$ cat src/rtl/core/accented_metronome_scheduler_top_assert.svh
// ----------------------------------------------------------------------------
// Accented metronome scheduler: assertion macros
// Shared concurrent assertion forms, clocked on aclk, off while in reset.
// ----------------------------------------------------------------------------
`ifndef ACCENTED_METRONOME_SCHEDULER_TOP_ASSERT_SVH
`define ACCENTED_METRONOME_SCHEDULER_TOP_ASSERT_SVH

// Same-cycle implication
`define AMS_ASSERT_IMP(lbl, ante, cons) \
    lbl: assert property (@(posedge aclk) disable iff (!aresetn) (ante) |-> (cons)) \
        else $error("ams assertion failed");

// Next-cycle implication
`define AMS_ASSERT_NXT(lbl, ante, cons) \
    lbl: assert property (@(posedge aclk) disable iff (!aresetn) (ante) |=> (cons)) \
        else $error("ams assertion failed");

`endif

$ cat src/rtl/core/amsch_pkg.sv
// ----------------------------------------------------------------------------
// amsch_pkg
// Types, constants and small table functions for the metronome scheduler.
// ----------------------------------------------------------------------------
package amsch_pkg;

    // Field widths
    localparam int TIME_W     = 32;
    localparam int DIGIT_W    = 4;
    localparam int NUM_DIGITS = TIME_W / DIGIT_W;
    localparam int DIGIT_CNT_W = $clog2(NUM_DIGITS);
    localparam int BPM_W      = 9;
    localparam int SIG_W      = 3;
    localparam int VOL_W      = 7;
    localparam int SIL_W      = 3;
    localparam int ACC_BARS_W = 4;
    localparam int TPS_W      = 10;
    localparam int INT_W      = 16;
    localparam int BAR_W      = 16;
    localparam int MAX_BEATS  = 8;
    localparam int POS_W      = $clog2(MAX_BEATS);
    localparam int HZ_W       = 11;
    localparam int MS_W       = 6;

    // Divider sizes
    localparam int DIVD_W     = 16;
    localparam int DIVS_W     = 9;
    localparam int DIV_CNT_W  = $clog2(DIVD_W);

    // Configuration port
    localparam int CFG_IDX_W  = 3;
    localparam int CFG_DATA_W = 10;

    // Result item packing
    localparam int M_TDATA_W  = 56;

    localparam logic [BPM_W-1:0] TEMPO_STEP = BPM_W'(5);
    localparam int NUM_SIGS = 6;

    // Register indexes
    typedef enum logic [CFG_IDX_W-1:0] {
        CFG_START_BPM    = 3'd0,
        CFG_TIME_SIG     = 3'd1,
        CFG_VOLUME       = 3'd2,
        CFG_SILENT_BARS  = 3'd3,
        CFG_ACCEL_BARS   = 3'd4,
        CFG_ACCEL_TARGET = 3'd5,
        CFG_TICKS_PER_S  = 3'd6
    } cfg_reg_t;

    // Accent codes
    typedef enum logic [1:0] {
        ACC_NONE   = 2'd0,
        ACC_WEAK   = 2'd1,
        ACC_MEDIUM = 2'd2,
        ACC_STRONG = 2'd3
    } accent_t;

    // Click tones
    localparam logic [HZ_W-1:0] HZ_STRONG = HZ_W'(1200);
    localparam logic [HZ_W-1:0] HZ_MEDIUM = HZ_W'(1000);
    localparam logic [HZ_W-1:0] HZ_WEAK   = HZ_W'(800);
    localparam logic [MS_W-1:0] MS_STRONG = MS_W'(60);
    localparam logic [MS_W-1:0] MS_MEDIUM = MS_W'(50);
    localparam logic [MS_W-1:0] MS_WEAK   = MS_W'(40);

    // Beats per bar for 2/4 3/4 4/4 6/8 5/4 7/8
    localparam logic [POS_W-1:0] SIG_BEATS [NUM_SIGS] = '{
        3'd2, 3'd3, 3'd4, 3'd6, 3'd5, 3'd7
    };

    localparam logic [1:0] SIG_ACCENT [NUM_SIGS][MAX_BEATS] = '{
        '{2'd3, 2'd1, 2'd0, 2'd0, 2'd0, 2'd0, 2'd0, 2'd0},
        '{2'd3, 2'd1, 2'd1, 2'd0, 2'd0, 2'd0, 2'd0, 2'd0},
        '{2'd3, 2'd1, 2'd2, 2'd1, 2'd0, 2'd0, 2'd0, 2'd0},
        '{2'd3, 2'd1, 2'd1, 2'd2, 2'd1, 2'd1, 2'd0, 2'd0},
        '{2'd3, 2'd1, 2'd2, 2'd1, 2'd3, 2'd0, 2'd0, 2'd0},
        '{2'd3, 2'd1, 2'd2, 2'd1, 2'd2, 2'd1, 2'd3, 2'd0}
    };

    // Divider handshake
    typedef struct packed {
        logic              start;
        logic [DIVD_W-1:0] dividend;
        logic [DIVS_W-1:0] divisor;
    } div_req_t;

    typedef struct packed {
        logic              busy;
        logic              done;
        logic [DIVD_W-1:0] quotient;
        logic [DIVS_W-1:0] remainder;
    } div_rsp_t;

    // Time adder handshake
    typedef struct packed {
        logic              start;
        logic              sub;
        logic [TIME_W-1:0] a;
        logic [TIME_W-1:0] b;
    } alu_req_t;

    typedef struct packed {
        logic              busy;
        logic              done;
        logic [TIME_W-1:0] sum;
    } alu_rsp_t;

    // Unknown signature codes act as 7/8
    function automatic logic [SIG_W-1:0] sig_clamp(input logic [SIG_W-1:0] sig);
        return (sig >= SIG_W'(NUM_SIGS)) ? SIG_W'(NUM_SIGS - 1) : sig;
    endfunction

    function automatic logic [POS_W-1:0] beats_of(input logic [SIG_W-1:0] sig);
        return SIG_BEATS[sig_clamp(sig)];
    endfunction

    // Accent of a position, position taken modulo the beat count
    function automatic logic [1:0] accent_of(input logic [SIG_W-1:0] sig,
                                             input logic [POS_W-1:0] pos);
        logic [POS_W-1:0] nb;
        logic [POS_W-1:0] r;
        nb = beats_of(sig);
        r  = pos;
        for (int k = 0; k < 3; k++) begin
            if (r >= nb) begin
                r = r - nb;
            end
        end
        return SIG_ACCENT[sig_clamp(sig)][r];
    endfunction

    // x / 5 for x below 512, by reciprocal 205/1024
    function automatic logic [VOL_W-1:0] div5(input logic [8:0] x);
        logic [16:0] p;
        p = 17'(x) * 17'(205);
        return p[16:10];
    endfunction

endpackage

$ cat src/rtl/core/amsch_div.sv
// ----------------------------------------------------------------------------
// amsch_div
// Restoring divider, one quotient bit per cycle, quotient shifted into the
// dividend register.
// ----------------------------------------------------------------------------
module amsch_div
    import amsch_pkg::*;
(
    input  logic     aclk,
    input  logic     aresetn,
    input  div_req_t req,
    output div_rsp_t rsp
);

    logic [DIVD_W-1:0]    dvd_reg;
    logic [DIVS_W-1:0]    dvs_reg;
    logic [DIVS_W-1:0]    rem_reg;
    logic [DIV_CNT_W-1:0] cnt_reg;
    logic                 busy_reg;
    logic                 done_reg;

    logic [DIVS_W:0]      rem_sh;
    logic                 ge;
    logic [DIVS_W:0]      rem_sub;

    // One restoring step
    always_comb begin
        rem_sh  = {rem_reg, dvd_reg[DIVD_W-1]};
        ge      = (rem_sh >= {1'b0, dvs_reg});
        rem_sub = rem_sh - {1'b0, dvs_reg};
    end

    always_ff @(posedge aclk) begin
        if (!aresetn) begin
            busy_reg <= 1'b0;
            done_reg <= 1'b0;
            cnt_reg  <= '0;
        end else begin
            done_reg <= 1'b0;
            if (busy_reg) begin
                dvd_reg <= {dvd_reg[DIVD_W-2:0], ge};
                rem_reg <= ge ? rem_sub[DIVS_W-1:0] : rem_sh[DIVS_W-1:0];
                cnt_reg <= cnt_reg + 1'b1;
                if (cnt_reg == DIV_CNT_W'(DIVD_W - 1)) begin
                    busy_reg <= 1'b0;
                    done_reg <= 1'b1;
                end
            end else if (req.start) begin
                dvd_reg  <= req.dividend;
                dvs_reg  <= req.divisor;
                rem_reg  <= '0;
                cnt_reg  <= '0;
                busy_reg <= 1'b1;
            end
        end
    end

    assign rsp.busy      = busy_reg;
    assign rsp.done      = done_reg;
    assign rsp.quotient  = dvd_reg;
    assign rsp.remainder = rem_reg;

endmodule

$ cat src/rtl/core/amsch_tadd.sv
// ----------------------------------------------------------------------------
// amsch_tadd
// Digit-serial 32-bit time adder/subtractor, one 4-bit digit per cycle,
// low digit first, carry kept in a flop between digits.
// ----------------------------------------------------------------------------
module amsch_tadd
    import amsch_pkg::*;
(
    input  logic     aclk,
    input  logic     aresetn,
    input  alu_req_t req,
    output alu_rsp_t rsp
);

    logic [TIME_W-1:0]      a_reg;
    logic [TIME_W-1:0]      b_reg;
    logic [TIME_W-1:0]      sum_reg;
    logic                   carry_reg;
    logic [DIGIT_CNT_W-1:0] cnt_reg;
    logic                   busy_reg;
    logic                   done_reg;

    logic [DIGIT_W:0]       dsum;

    // Digit adder
    assign dsum = {1'b0, a_reg[DIGIT_W-1:0]} + {1'b0, b_reg[DIGIT_W-1:0]}
                + {{DIGIT_W{1'b0}}, carry_reg};

    always_ff @(posedge aclk) begin
        if (!aresetn) begin
            busy_reg <= 1'b0;
            done_reg <= 1'b0;
            cnt_reg  <= '0;
        end else begin
            done_reg <= 1'b0;
            if (busy_reg) begin
                a_reg     <= a_reg >> DIGIT_W;
                b_reg     <= b_reg >> DIGIT_W;
                sum_reg   <= {dsum[DIGIT_W-1:0], sum_reg[TIME_W-1:DIGIT_W]};
                carry_reg <= dsum[DIGIT_W];
                cnt_reg   <= cnt_reg + 1'b1;
                if (cnt_reg == DIGIT_CNT_W'(NUM_DIGITS - 1)) begin
                    busy_reg <= 1'b0;
                    done_reg <= 1'b1;
                end
            end else if (req.start) begin
                // subtract as a + ~b + 1
                a_reg     <= req.a;
                b_reg     <= req.sub ? ~req.b : req.b;
                carry_reg <= req.sub;
                cnt_reg   <= '0;
                busy_reg  <= 1'b1;
            end
        end
    end

    assign rsp.busy = busy_reg;
    assign rsp.done = done_reg;
    assign rsp.sum  = sum_reg;

endmodule

$ cat src/rtl/core/accented_metronome_scheduler_top.sv
// ----------------------------------------------------------------------------
// accented_metronome_scheduler_top
// Metronome beat scheduler with accents, silent bars and gradual tempo rise.
// ----------------------------------------------------------------------------
// Usage:
//   s_ channel: one item per time event; s_tuser is the command (0 = time
//   check, 1 = play/pause toggle), s_tdata the current 32-bit tick time.
//   m_ channel: exactly one result item per input item, in order.
//   cfg channel: register writes (index, data), always ready; write only
//   while no item is in flight.
// Throughput: one item at a time; a new item is taken only in idle. The
// time per item is set by the 4-bit digit-serial time adder (32-bit adds
// and compares) and the bit-serial divider (remainders and beat
// intervals), both used in turn by the sequencer.
// Reset (aresetn low, synchronous): stopped, counters and schedule cleared,
// tempo 120 BPM, registers at their defaults.
// Stall: the result sits in an output register; a new item is taken while
// it waits, but the next result holds until m_tready takes the old one.
// ----------------------------------------------------------------------------
module accented_metronome_scheduler_top
    import amsch_pkg::*;
(
    input  logic                  aclk,
    input  logic                  aresetn,
    // input items
    input  logic                  s_tvalid,
    output logic                  s_tready,
    input  logic [TIME_W-1:0]     s_tdata,   // [31:0] now
    input  logic                  s_tuser,   // [0] command
    // result items
    output logic                  m_tvalid,
    input  logic                  m_tready,
    // [1:0] accent, [2] silent, [13:3] tone_hz, [19:14] tone_ms,
    // [26:20] tone_level, [29:27] beat_index, [45:30] bar_number,
    // [54:46] tempo_bpm, [55] running
    output logic [M_TDATA_W-1:0]  m_tdata,
    output logic                  m_tuser,   // [0] beat
    // configuration writes
    input  logic                  cfg_valid,
    output logic                  cfg_ready,
    input  logic [CFG_IDX_W-1:0]  cfg_index,
    input  logic [CFG_DATA_W-1:0] cfg_data
);

`include "accented_metronome_scheduler_top_assert.svh"

    typedef enum logic [3:0] {
        ST_IDLE,
        ST_CMP,
        ST_CMP_W,
        ST_SIL_W,
        ST_ADV,
        ST_ACC_W,
        ST_INT,
        ST_INT_W,
        ST_RST,
        ST_RST_W,
        ST_STEP,
        ST_STEP_W,
        ST_LATE_W,
        ST_FIX_W,
        ST_EMIT
    } state_t;

    // Configuration registers
    logic [SIG_W-1:0]      tsig_reg;
    logic [VOL_W-1:0]      volume_reg;
    logic [SIL_W-1:0]      silent_bars_reg;
    logic [ACC_BARS_W-1:0] accel_bars_reg;
    logic [BPM_W-1:0]      target_reg;
    logic [TPS_W-1:0]      tps_reg;

    // Schedule state
    state_t                state_reg;
    logic                  playing_reg;
    logic [POS_W-1:0]      pos_reg;
    logic [BAR_W-1:0]      bar_reg;
    logic [BPM_W-1:0]      tempo_reg;
    logic [INT_W-1:0]      interval_reg;
    logic [TIME_W-1:0]     next_reg;

    // Current item and its result fields
    logic                  cmd_reg;
    logic [TIME_W-1:0]     now_reg;
    logic                  fired_reg;
    logic [1:0]            acc_reg;
    logic                  sil_reg;
    logic [HZ_W-1:0]       hz_reg;
    logic [MS_W-1:0]       ms_reg;
    logic [VOL_W-1:0]      lvl_reg;
    logic [POS_W-1:0]      idx_reg;

    // Output register
    logic                  m_tvalid_reg;
    logic [M_TDATA_W-1:0]  m_tdata_reg;
    logic                  m_tuser_reg;

    // Unit requests
    alu_req_t              alu_req_reg;
    alu_rsp_t              alu_rsp;
    div_req_t              div_req_reg;
    div_rsp_t              div_rsp;

    // Helpers
    logic                  s_accept;
    logic                  cfg_write;
    logic [POS_W-1:0]      pos_next;
    logic [BAR_W-1:0]      bar_next;
    logic [BPM_W:0]        tempo_inc;
    logic [BPM_W-1:0]      tempo_next;
    logic [DIVD_W-1:0]     tps60;
    logic [VOL_W-1:0]      lvl8;
    logic [VOL_W-1:0]      lvl6;

    assign s_accept  = s_tvalid && s_tready;
    assign cfg_write = cfg_valid && cfg_ready;
    assign s_tready  = (state_reg == ST_IDLE);
    assign cfg_ready = 1'b1;

    always_comb begin
        pos_next   = pos_reg + 1'b1;
        bar_next   = bar_reg + 1'b1;
        tempo_inc  = {1'b0, tempo_reg} + {1'b0, TEMPO_STEP};
        tempo_next = (tempo_inc > {1'b0, target_reg}) ? target_reg : tempo_inc[BPM_W-1:0];
        // 60 * tps as 64*tps - 4*tps
        tps60      = {tps_reg, 6'b0} - {4'b0, tps_reg, 2'b0};
        lvl8       = div5({volume_reg, 2'b0});
        lvl6       = div5(9'({volume_reg, 1'b0}) + 9'(volume_reg));
    end

    // Configuration registers (start tempo lives with the sequencer)
    always_ff @(posedge aclk) begin
        if (!aresetn) begin
            tsig_reg        <= SIG_W'(2);
            volume_reg      <= VOL_W'(80);
            silent_bars_reg <= '0;
            accel_bars_reg  <= '0;
            target_reg      <= BPM_W'(120);
            tps_reg         <= TPS_W'(100);
        end else if (cfg_write) begin
            unique case (cfg_index)
                CFG_TIME_SIG:     tsig_reg        <= cfg_data[SIG_W-1:0];
                CFG_VOLUME:       volume_reg      <= cfg_data[VOL_W-1:0];
                CFG_SILENT_BARS:  silent_bars_reg <= cfg_data[SIL_W-1:0];
                CFG_ACCEL_BARS:   accel_bars_reg  <= cfg_data[ACC_BARS_W-1:0];
                CFG_ACCEL_TARGET: target_reg      <= cfg_data[BPM_W-1:0];
                CFG_TICKS_PER_S:  tps_reg         <= cfg_data[TPS_W-1:0];
                default: ;
            endcase
        end
    end

    // Serial units
    amsch_tadd u_tadd (
        .aclk    (aclk),
        .aresetn (aresetn),
        .req     (alu_req_reg),
        .rsp     (alu_rsp)
    );

    amsch_div u_div (
        .aclk    (aclk),
        .aresetn (aresetn),
        .req     (div_req_reg),
        .rsp     (div_rsp)
    );

    // Sequencer
    always_ff @(posedge aclk) begin
        if (!aresetn) begin
            state_reg         <= ST_IDLE;
            playing_reg       <= 1'b0;
            pos_reg           <= '0;
            bar_reg           <= '0;
            tempo_reg         <= BPM_W'(120);
            interval_reg      <= '0;
            next_reg          <= '0;
            m_tvalid_reg      <= 1'b0;
            alu_req_reg.start <= 1'b0;
            div_req_reg.start <= 1'b0;
        end else begin
            alu_req_reg.start <= 1'b0;
            div_req_reg.start <= 1'b0;
            if (m_tvalid_reg && m_tready) begin
                m_tvalid_reg <= 1'b0;
            end
            if (cfg_write && cfg_index == CFG_START_BPM) begin
                tempo_reg <= cfg_data[BPM_W-1:0];
            end

            unique case (state_reg)
                ST_IDLE: begin
                    if (s_accept) begin
                        cmd_reg   <= s_tuser;
                        now_reg   <= s_tdata;
                        fired_reg <= 1'b0;
                        acc_reg   <= ACC_NONE;
                        sil_reg   <= 1'b0;
                        hz_reg    <= '0;
                        ms_reg    <= '0;
                        lvl_reg   <= '0;
                        idx_reg   <= '0;
                        if (s_tuser) begin
                            state_reg <= ST_INT;
                        end else if (playing_reg) begin
                            state_reg <= ST_CMP;
                        end else begin
                            state_reg <= ST_EMIT;
                        end
                    end
                end

                // now - next, sign says whether the beat is due
                ST_CMP: begin
                    alu_req_reg <= '{start: 1'b1, sub: 1'b1, a: now_reg, b: next_reg};
                    state_reg   <= ST_CMP_W;
                end

                ST_CMP_W: begin
                    if (alu_rsp.done) begin
                        if (alu_rsp.sum[TIME_W-1]) begin
                            state_reg <= ST_EMIT;
                        end else begin
                            fired_reg <= 1'b1;
                            idx_reg   <= pos_reg;
                            acc_reg   <= accent_of(tsig_reg, pos_reg);
                            if (silent_bars_reg != '0) begin
                                div_req_reg <= '{start: 1'b1, dividend: bar_reg,
                                    divisor: DIVS_W'(silent_bars_reg) + 1'b1};
                                state_reg   <= ST_SIL_W;
                            end else begin
                                state_reg <= ST_ADV;
                            end
                        end
                    end
                end

                ST_SIL_W: begin
                    if (div_rsp.done) begin
                        sil_reg   <= (div_rsp.remainder == '0);
                        state_reg <= ST_ADV;
                    end
                end

                // Tone, position and bar advance
                ST_ADV: begin
                    if (!sil_reg) begin
                        unique case (acc_reg)
                            ACC_STRONG: begin
                                hz_reg  <= HZ_STRONG;
                                ms_reg  <= MS_STRONG;
                                lvl_reg <= volume_reg;
                            end
                            ACC_MEDIUM: begin
                                hz_reg  <= HZ_MEDIUM;
                                ms_reg  <= MS_MEDIUM;
                                lvl_reg <= lvl8;
                            end
                            ACC_WEAK: begin
                                hz_reg  <= HZ_WEAK;
                                ms_reg  <= MS_WEAK;
                                lvl_reg <= lvl6;
                            end
                            default: ;
                        endcase
                    end
                    if (pos_next >= beats_of(tsig_reg)) begin
                        pos_reg <= '0;
                        bar_reg <= bar_next;
                        if (accel_bars_reg != '0) begin
                            div_req_reg <= '{start: 1'b1, dividend: bar_next,
                                divisor: DIVS_W'(accel_bars_reg)};
                            state_reg   <= ST_ACC_W;
                        end else begin
                            state_reg <= ST_STEP;
                        end
                    end else begin
                        pos_reg   <= pos_next;
                        state_reg <= ST_STEP;
                    end
                end

                ST_ACC_W: begin
                    if (div_rsp.done) begin
                        if (div_rsp.remainder == '0 && tempo_reg < target_reg) begin
                            tempo_reg <= tempo_next;
                            state_reg <= ST_INT;
                        end else begin
                            state_reg <= ST_STEP;
                        end
                    end
                end

                // Interval = 60 * tps / tempo, zero tempo saturates
                ST_INT: begin
                    if (tempo_reg == '0) begin
                        interval_reg <= '1;
                        state_reg    <= cmd_reg ? ST_RST : ST_STEP;
                    end else begin
                        div_req_reg <= '{start: 1'b1, dividend: tps60,
                            divisor: tempo_reg};
                        state_reg   <= ST_INT_W;
                    end
                end

                ST_INT_W: begin
                    if (div_rsp.done) begin
                        interval_reg <= div_rsp.quotient;
                        state_reg    <= cmd_reg ? ST_RST : ST_STEP;
                    end
                end

                // Restart: next = now + interval
                ST_RST: begin
                    alu_req_reg <= '{start: 1'b1, sub: 1'b0, a: now_reg,
                        b: TIME_W'(interval_reg)};
                    state_reg   <= ST_RST_W;
                end

                ST_RST_W: begin
                    if (alu_rsp.done) begin
                        next_reg    <= alu_rsp.sum;
                        pos_reg     <= '0;
                        bar_reg     <= '0;
                        playing_reg <= !playing_reg;
                        state_reg   <= ST_EMIT;
                    end
                end

                // next += interval
                ST_STEP: begin
                    alu_req_reg <= '{start: 1'b1, sub: 1'b0, a: next_reg,
                        b: TIME_W'(interval_reg)};
                    state_reg   <= ST_STEP_W;
                end

                ST_STEP_W: begin
                    if (alu_rsp.done) begin
                        next_reg    <= alu_rsp.sum;
                        alu_req_reg <= '{start: 1'b1, sub: 1'b1, a: alu_rsp.sum,
                            b: now_reg};
                        state_reg   <= ST_LATE_W;
                    end
                end

                // Late beat: next = now + interval
                ST_LATE_W: begin
                    if (alu_rsp.done) begin
                        if (alu_rsp.sum[TIME_W-1]) begin
                            alu_req_reg <= '{start: 1'b1, sub: 1'b0, a: now_reg,
                                b: TIME_W'(interval_reg)};
                            state_reg   <= ST_FIX_W;
                        end else begin
                            state_reg <= ST_EMIT;
                        end
                    end
                end

                ST_FIX_W: begin
                    if (alu_rsp.done) begin
                        next_reg  <= alu_rsp.sum;
                        state_reg <= ST_EMIT;
                    end
                end

                // Load the output register once it is free
                ST_EMIT: begin
                    if (!m_tvalid_reg || m_tready) begin
                        m_tvalid_reg <= 1'b1;
                        m_tuser_reg  <= fired_reg;
                        m_tdata_reg  <= {playing_reg, tempo_reg, bar_reg, idx_reg,
                                         lvl_reg, ms_reg, hz_reg, sil_reg, acc_reg};
                        state_reg    <= ST_IDLE;
                    end
                end

                default: state_reg <= ST_IDLE;
            endcase
        end
    end

    assign m_tvalid = m_tvalid_reg;
    assign m_tdata  = m_tdata_reg;
    assign m_tuser  = m_tuser_reg;

    // Checks
    `AMS_ASSERT_IMP(a_alu_start_free, alu_req_reg.start, !alu_rsp.busy)
    `AMS_ASSERT_IMP(a_div_start_free, div_req_reg.start, !div_rsp.busy)
    `AMS_ASSERT_IMP(a_mvalid_from_emit, $rose(m_tvalid_reg), $past(state_reg == ST_EMIT))
    `AMS_ASSERT_NXT(a_tempo_hold,
        state_reg != ST_ACC_W && !(cfg_write && cfg_index == CFG_START_BPM),
        $stable(tempo_reg))

endmodule
$ cat config.mk
export PLATFORM = sky130hd
export DESIGN_NAME = accented_metronome_scheduler_top
export DESIGN_NICKNAME = d
export VERILOG_FILES = /design/src/rtl/core/amsch_pkg.sv /design/src/rtl/core/amsch_div.sv /design/src/rtl/core/amsch_tadd.sv /design/src/rtl/core/accented_metronome_scheduler_top.sv
export VERILOG_INCLUDE_DIRS = /design/src /design/src/rtl/core
export SDC_FILE = /design/constraint.sdc
export NUM_CORES = 1
export LEC_CHECK = 0
export ABC_AREA = 1
export BUFFER_PORTS_ARGS = -buffer_cell sky130_fd_sc_hd__buf_2
export CAP_MARGIN = 20
export CORE_MARGIN = 2
export CORE_UTILIZATION = 59
export CTS_CLUSTER_DIAMETER = 120
export DETAILED_ROUTE_END_ITERATION = 8
export HOLD_SLACK_MARGIN = 0.05
export PLACE_DENSITY_LB_ADDON = 0.25
export RECOVER_POWER = 50
export SYNTH_ARGS = -nofsm -noshare
export SYNTH_HDL_FRONTEND = slang
export SYNTH_SLANG_ARGS = --single-unit
$ cat constraint.sdc
create_clock -name aclk -period 9.25 [get_ports aclk]
set_input_delay 0.925 -clock aclk [delete_from_list [all_inputs] [get_ports aclk]]
set_output_delay 0.925 -clock aclk [all_outputs]
set_load 0.05 [all_outputs]
======== Word level (Yosys, flattened, before mapping) ========
Memories as Yosys holds them, arrays and structs flattened.
Index checks and enable logic that the tools add are counted.
operators by class
  add/subtract/negate cells ............... 14
  reductions and logical operators ........ 48
  multiply operators ...................... 2
  order comparisons ....................... 10
  equal/unequal tests ..................... 44
  multiplexer cells ....................... 121
  bitwise gates (word level) .............. 4
operators by type and width
  kind                                               number
  case mux 66 bit (5 select lines)                   1
  two-way mux 66 bit                                 3
  two-way mux 26 bit                                 6
  two-way mux 16 bit                                 8
  two-way mux 32 bit                                 3
  two-way mux 3 bit                                  26
  case mux 26 bit (3 select lines)                   1
  two-way mux 4 bit                                  18
  two-way mux 9 bit                                  8
  case mux 16 bit (2 select lines)                   2
  two-way mux 28 bit                                 2
  case mux 4 bit (14 select lines)                   1
  case mux 11 bit (3 select lines)                   1
  equality test 4 bit, second input constant         8
  inverter 32 bit                                    1
  AND reduction 2 bit                                13
  two-way mux 11 bit                                 2
  case mux 11 bit (2 select lines)                   1
  case mux 7 bit (3 select lines)                    1
  != test 2 x 1 -> 1 bit, second input constant      10
  zero test 9 bit                                    2
  case mux 6 bit (3 select lines)                    1
  multiplier 9 x 8 -> 17 bit, second input constant  1
  two-way mux 1 bit                                  17
  55 further kinds                                   106
storage, ports and cells
  memories kept ........................... 2
  output and inout bits ................... 60
  logic and storage cells ................. 292
  input bits .............................. 51
  register bits after elaboration ......... 473
  ROM bits ................................ 152
memories
  memory           words  width  rd ports  clocked after Yosys merged registers in  write ports  line              RTL
  (no name shown)  8      16     1         0                                        0            amsch_pkg.sv:130  return SIG_ACCENT[sig_clamp(sig)][r];
  (no name shown)  8      3      1         0                                        0            amsch_pkg.sv:115  return SIG_BEATS[sig_clamp(sig)];

======== Depth between registers and ports, before layout ========
Gate-level depths: netlist of run 1.
  depth in word-level cells ............... 31
  mapped depth ............................ 33
  mapped depth without buffers ............ 33

======== Cells and area by module ========
A second synthesis of run 1 with hierarchy kept.
second synthesis, totals
  cell total of the unflattened synthesis .. 2405
  area, all modules ....................... 23043.4 um^2
by module, submodules not included
  module                            times used  seq. area each (um^2)  cells an instance  area an instance (um^2)
  accented_metronome_scheduler_top  1           8077.7                 1769               16523.3
  amsch_tadd                        1           3012.9                 382                4371.7
  amsch_div                         1           1141.1                 254                2148.3

======== Worst setup path after synthesis of run 1 ========
No wires, ideal clock.
  path kind ............................... register -> register
  start ................................... reg volume_reg[0]
  end ..................................... reg lvl_reg[4] (data pin)
  cell stages (with the launch flop) ...... 32
  data arrival time ....................... 5.238 ns
  path buffers ............................ 0
  data required time ...................... 8.998 ns
  clock period less this slack ............ 5.490 ns
  path slack .............................. 3.760 ns
  setup time .............................. 0.252 ns
  cells stage by stage .................... dfxtp_1 > ha_1 > inv_1 > fa_1 > o21ai_0 > nand2_1 > nand2_1 > nand2_1 > o21ai_1 > xor2_1 > inv_1 > nor2_1 > nor2_1 > fa_1 > fa_1 > inv_1 > fa_1 > inv_1 > ha_1 > nand2_1 > o21ai_0 > inv_1 > nand2_1 > nand2_1 > nand2_1 > nand2_1 > nand2_1 > or2_2 > nand3_1 > nand2_1 > nand2_1 > nand2_1
on the way
  cells in the longest elaborated chain, start to end .. 5
  elaborated cells between the ends (all ways) .. 6
  those cells by class .................... add/sub (1); mul (2); mux (3)
ends and longest elaborated chain
  what                               line                                     RTL
  from (decl)                        accented_metronome_scheduler_top.sv:67   logic [VOL_W-1:0] volume_reg;
  from (signal assigned)             accented_metronome_scheduler_top.sv:143  CFG_VOLUME: volume_reg <= cfg_data[VOL_W-1:0];
  adder 8 x 7 -> 9 bit               accented_metronome_scheduler_top.sv:128  lvl6 = div5(9'({volume_reg, 1'b0}) + 9'(volume_reg));
  multiplier 9 x 8 -> 17 bit         amsch_pkg.sv:136                         p = 17'(x) * 17'(205);
  case mux 7 bit (3 select lines) *  accented_metronome_scheduler_top.sv:248  unique case (acc_reg)
  two-way mux 7 bit *                accented_metronome_scheduler_top.sv:247  if (!sil_reg) begin
  case mux 7 bit (2 select lines) *  accented_metronome_scheduler_top.sv:191  unique case (state_reg)
  to (signal assigned)               accented_metronome_scheduler_top.sv:252  lvl_reg <= volume_reg;
  to (signal assigned)               accented_metronome_scheduler_top.sv:257  lvl_reg <= lvl8;
  to (signal assigned)               accented_metronome_scheduler_top.sv:262  lvl_reg <= lvl6;
  to (decl)                          accented_metronome_scheduler_top.sv:90   logic [VOL_W-1:0] lvl_reg;
Every way passes the cells marked *; elsewhere a longest branch is shown, timed or not. The select of a mux whose other input is x is not followed.
A chain may end at the register's enable or synchronous reset.

======== Worst setup path in the final report of run 1 ========
  start ................................... reg volume_reg[0]
  end ..................................... reg lvl_reg[5] (data pin)
The elaborated chain is that of the path after synthesis.

==> results of run 1 <==
critical path, delay by kind of cell (launching register included):
kind,cells,cell delay [ns]
fa+ha+maj,6,2.56
compound gates,5,0.71
buf+inv,4,0.26
simple gates,13,1.37
flops,1,0.62
xor+xnor,1,0.29
cells by family after synthesis:
kind of cell / after synthesis
flops: 451
other cells: 2
compound gates: 475
buf+inv: 421
simple gates: 742
xor+xnor: 77
fa+ha+maj: 168
worst max-delay path by stage:
stage,end,slack (ns),cells after the start,startpoint
after detailed placement,lvl_reg[4],3.26,31,volume_reg[0]
after global routing,lvl_reg[4],2.57,31,volume_reg[0]
after floorplan,lvl_reg[4],3.76,31,volume_reg[0]
final,lvl_reg[5],3.14,29,volume_reg[0]
after global placement,lvl_reg[4],3.28,31,volume_reg[0]
after CTS,lvl_reg[5],3.18,29,volume_reg[0]
synth_stat cells, drive strengths merged, types with 5 or more instances:
cell / n
a211oi: 5
a21o: 6
a21oi: 147
a221oi: 16
a31oi: 5
buf: 27
clkbuf: 58
dfxtp: 131
edfxtp: 320
fa: 28
ha: 140
inv: 334
nand2: 455
nand3: 79
nand4: 8
nor2: 150
nor3: 24
nor4: 7
o211ai: 29
o21ai: 166
o221ai: 58
o22ai: 18
or2: 16
xnor2: 48
xor2: 29
power by group through the flow:
stage / Clock [mW] / Combinational [mW] / Sequential (mW)
detailed placement: 0 / 1.45 / 2.59
finish: 1.88 / 1.47 / 2.56
global route: 1.99 / 1.66 / 2.58
floorplan: 0 / 1.05 / 2.58
global placement: 0 / 1.43 / 2.59
CTS: 1.91 / 1.46 / 2.56
metrics by stage:
step,instances,hold slack [ns],power [mW],util
after floorplan,2339,0.400,3.63,-
after global placement,2897,0.401,4.02,0.621
after detailed placement,2897,0.405,4.05,0.621
after CTS,2985,0.420,5.93,0.661
after global routing,2985,0.426,6.23,0.658
final,2985,0.422,5.91,0.658
final cells by class:
type                       instances  area share
clock buffer                      67      0.0534
timing repair buffer             125      0.0226
inverter                         336      0.0497
tap                              518      0.0256
sequential                       451       0.482
clock inverter                    21     0.00770
multi-input combinational       1467       0.359
metal layers:
metal | vias to the layer above | share of wire | GRT usage
li1 | 8155 | - | -
met3 | 87 | 0.077 | 0.0494
met1 | 8100 | 0.44 | 0.397
met5 | - | 0 | 0
met2 | 646 | 0.46 | 0.441
met4 | 0 | 0.024 | 0.0843
==> impl_metrics.ini, run 1 <==
[status]
status = finished, violations left
violations = max-capacitance violations, max-slew violations

[cells_and_area]
drive_above_1_share = 0.0766
design_area_sq_um = 25400
diodes = 0
largest_reg_flops = 66
area_growth_pct = 10.5
filler_cell_count = 3131
mostFrequentLayoutCell = nand2_1
multi_input_area_sq_um = 9090
seqCellArea_sq_um = 12200
layout_common_cells = 446 x nand2_1, 323 x inv_1, 320 x edfxtp_1, 158 x o21ai_0, 146 x a21oi_1
final_nets = 2647

[timing]
skew_ns = 0.0294
hold_viol = 0
fin_crit_sh = 0.661
relSlewSlack = -1.63
fin_tns_setup_ns = 0
finalSetupViolations = 0
worstMarginPinSlew_ns = 3.95
setup_ws_ns = 3.14
maxSlewViolCount = 344
clock.fmax_mhz = 164
rsz0062_at_grt = false
period_minus_slack_ns = 6.11

[job]
cap_viol_max_count = 7

[yosys]
synth_cells = 2336
synth.largest_area_cell = edfxtp_1
synthSimpleGateAreaFrac = 0.138
async_flop_share = 0
synth_cell_type_count = 60
synthDominantCellAreaShare = 0.419
synth_seq_area_share = 0.533
synth_edf_count = 320
synth-seq-cells = 451
synthXorXnorAreaFrac = 0.0294
muxShareOfSynthArea = 0
synth_area_leaders = edfxtp_1 42%, dfxtp_1 11%, ha_1 7.6%
netlist_area_sq_um = 23000
synth-compound-area-share = 0.127
avgSynthCellArea_sq_um = 9.82
ys_warn_count = 0
synth_flop_cell = edfxtp_1
synth_top_family_by_area = simple AND/OR/NAND/NOR gates
synth-adder-area-share = 0.101

[min_path]
holdPathStages = 0
whs_endpoint = u_div.dvs_reg[7]
min_from = div_req_reg[7]
hp-class = reg -> reg

[floorplanning]
coreArea_sq_um = 38600
die_w_um = 201
std_cell_rows = 72
die_y_um = 201
dieArea_sq_um = 40500
ios = 111
initial_core_util = 0.595

[clock_network]
clk_pin_slew_ns = 0.06
clock_latency_ns = 0.59
cts_hold_buf = 0
cts_buffers = 47
postCtsSetupRepairBufs = 0
clk_path_buf_depth = 3
cts_htree_levels = 2
cts_resized = 0
cts_tree = done
clock-root-buffer = clkbuf_16
cts.sinks = 451

[routing]
vias_per_cell = 5.69
wl_um = 55600
wl_per_cell_um = 18.6
first_iter_violations = 1681
drt_pass1_iterations = 6
vias = 16988
route.detailed.drc = 0
drtAntennaViolNets = 0

[global_route]
antenna_found_initial = 1
grt_max_degree = 97
grt_pass1_wl_um = 89400
grt_pass1_vias = 16824
track_usage = 0.279
grt-ovfl-total = 0

[place]
gp_congestion = 0.898
placed_area_sq_um = 24000
dp.final_hpwl_um = 38000
io_buffers = 105
dpl_worst_slack_ns = 3.26

[power]
ir_worst_vdd_v = 0.000145
p_comb_frac = 0.249
p_leak_nw = 10.0
internal_power_mw = 4.01
power_density_nw_per_um2 = 233
switching_share = 0.322
p_switching_mw = 1.90
p_clk_frac = 0.318
p_seq_frac = 0.433

[setup_path]
start_kind = flop
r2r_slack_ns = 3.14
timing.rr.end = lvl_reg[5]
worstPathArrival_ns = 6.41
crit_required_ns = 9.55
crit_path_end_kind = flop
slowest_stage = dfxtp_1
cp_max_fo = 11
r2r_start = volume_reg[0]
timing_worst_setup_path_type = reg -> reg
critPathMaxStageDelay_ns = 0.62
reg2regPathDepth = 29
cpMostUsedCell = nand2_1
Note: power is estimated with default switching activity, not from simulation.
==> run 2, diff against run 1 <==
- CORE_UTILIZATION: 59 -> 56
- clock period: 9.25 -> 5.3 ns (I/O delays scaled with it)
==> run 2 against run 1 <==
The flow still finishes with violations (max-capacitance violations, max-slew violations). Sequential power rose by 75%. Routed wire length rose by 1.4%. Clock-buffer cell count rose by 2. Clock skew fell by 0.0039 ns. Non-clock buffer count rose by 34. Fmax rose by 20%. Critical path depth fell by 2. Setup slack got worse by 2.9 ns. Flip-flop and latch count did not move. Register-to-register slack got worse by 2.9 ns. Final cell count rose by 1.5%.
==> impl_metrics.ini, run 2 (synthesis results as in run 1) <==
[status]
status = finished, violations left
violations = max-capacitance violations, max-slew violations

[cells_and_area]
design_area_sq_um = 26000
diodes = 0
mostFrequentLayoutCell = nand2_1
final_nets = 2680
stdcell_count = 3031
utilization = 0.639
filler_cell_count = 3258
largest_reg_flops = 66
drive_above_1_share = 0.129
layout_common_cells = 439 x nand2_1, 320 x edfxtp_1, 317 x inv_1, 153 x o21ai_0, 143 x a21oi_1
area_growth_pct = 13.2

[place]
gp_congestion = 0.890
place_inst = 2940
dpl_worst_slack_ns = -0.140
io_buffers = 105
dp.final_hpwl_um = 39000
placed_area_sq_um = 24200

[power]
finalPower_mw = 10.6
ir_worst_vdd_v = 0.000269
power_density_nw_per_um2 = 409
p_leak_nw = 10.4

[clock_network]
clk_path_buf_depth = 3
cts_buffers = 46
clock_latency_ns = 0.59
cts_tree = done
clock-root-buffer = clkbuf_16
cts.sinks = 451
cts_htree_levels = 2
cts_hold_buf = 0
clk_pin_slew_ns = 0.06

[routing]
vias = 16954
route.detailed.drc = 0
wl_per_cell_um = 18.6
vias_per_cell = 5.59
wl_um = 56400
drt_pass1_iterations = 6
drtAntennaViolNets = 0
first_iter_violations = 1490

[timing]
setup_ws_ns = 0.216
fin_crit_sh = 0.959
relSlewSlack = -0.343
worstMarginPinSlew_ns = 2.01
hold_viol = 0
clock.fmax_mhz = 197
finalSetupViolations = 0
period_minus_slack_ns = 5.08
maxSlewViolCount = 46
rsz0062_at_grt = true
skew_ns = 0.0255

[global_route]
grt-ovfl-total = 0
grt_pass1_vias = 16596
antenna_found_initial = 1
grt_pass1_wl_um = 88700
track_usage = 0.268
grt_max_degree = 65

[floorplanning]
die_y_um = 206
die_w_um = 206
coreArea_sq_um = 40600
std_cell_rows = 74
dieArea_sq_um = 42600
ios = 111
initial_core_util = 0.565

[job]
cap_viol_max_count = 1

[setup_path]
crit_path_end_kind = flop
timing_worst_setup_path_type = reg -> reg
crit_required_ns = 5.63
worstPathArrival_ns = 5.41
cp_max_fo = 4
start_kind = flop

[min_path]
hp-class = in -> reg
## run 2: cell types whose count changed in the layout (fill, tap and decap cells not counted), sizes merged
| cell | previous run | this run |
|---|---|---|
| clkbuf | 132 | 72 |
| buf | 60 | 156 |
| clkinv | 20 | 14 |
| clkinvlp | 0 | 1 |
| bufinv | 2 | 3 |
## run 2: report_power, final
part	internal, mW	total (mW)	switching, mW
logic	1.00	2.87	1.87
clock network	1.91	3.29	1.38
registers	4.29	4.47	0.181
total	7.20	10.6	3.43
## run 2: path summary, 6_finish.rpt
kind | startpoint | cells past startpoint | to | slack (ns)
worst max register to register | volume_reg[1] | 27 | lvl_reg[0] | 0.22
worst min-delay path | s_tdata[30] | 1 | now_reg[30] | 0.11
worst min register to register | hz_reg[9] | 0 | m_tdata[12] | 0.42
worst max-delay path | volume_reg[1] | 27 | lvl_reg[0] | 0.22
## run 2: metal layers
metal / track usage / vias to the layer above / part of all wire
li1: - / 8202 / -
met4: 0.0916 / 0 / 0.030
met3: 0.0561 / 106 / 0.080
met5: 0 / - / 0
met2: 0.413 / 624 / 0.45
met1: 0.377 / 8022 / 0.44
## run 2: critical path: stages (launching register included)
cell     delay (ns)
dfxtp_4        0.37
ha_4           0.13
inv_1          0.05
fa_2           0.34
o21ai_1        0.12
nand2_1        0.07
nand2_1        0.10
nand2_2        0.07
o21ai_4        0.16
xor2_2         0.22
inv_1          0.09
nor2_2         0.15
nor2_2         0.06
fa_1           0.50
fa_1           0.50
inv_1          0.05
fa_1           0.50
inv_2          0.05
ha_4           0.27
buf_4          0.10
nand2_1        0.07
o21ai_0        0.23
a41oi_2        0.07
or2_2          0.29
nand3_1        0.08
o31ai_1        0.08
nand2_1        0.06
nand2_1        0.05
## run 2: repair_timing
item,in CTS,in global routing
pin swaps,3,18
gates resized for setup,8,37
buffers inserted,1,2
endpoints found under the setup margin,6,9
## run 2: layout make-up
| cell class | instances | area, sq um | share of cell area |
|---|---|---|---|
| clock inverters | 17 | 199 | 0.00766 |
| inverters | 336 | 1260 | 0.0485 |
| well taps | 532 | 666 | 0.0256 |
| multi-input cells | 1467 | 9320 | 0.359 |
| clock buffers | 69 | 1340 | 0.0516 |
| flip-flops and latches | 451 | 12200 | 0.471 |
| repair buffers | 159 | 960 | 0.0369 |
## run 2: metrics by stage
step                setup TNS (ns)  hold WS [ns]
global placement            -0.129         0.400
detailed placement          -0.335         0.405
finish                           0         0.108
global route               -0.0717        0.0924
floorplan                        0         0.400
CTS                              0        0.0846
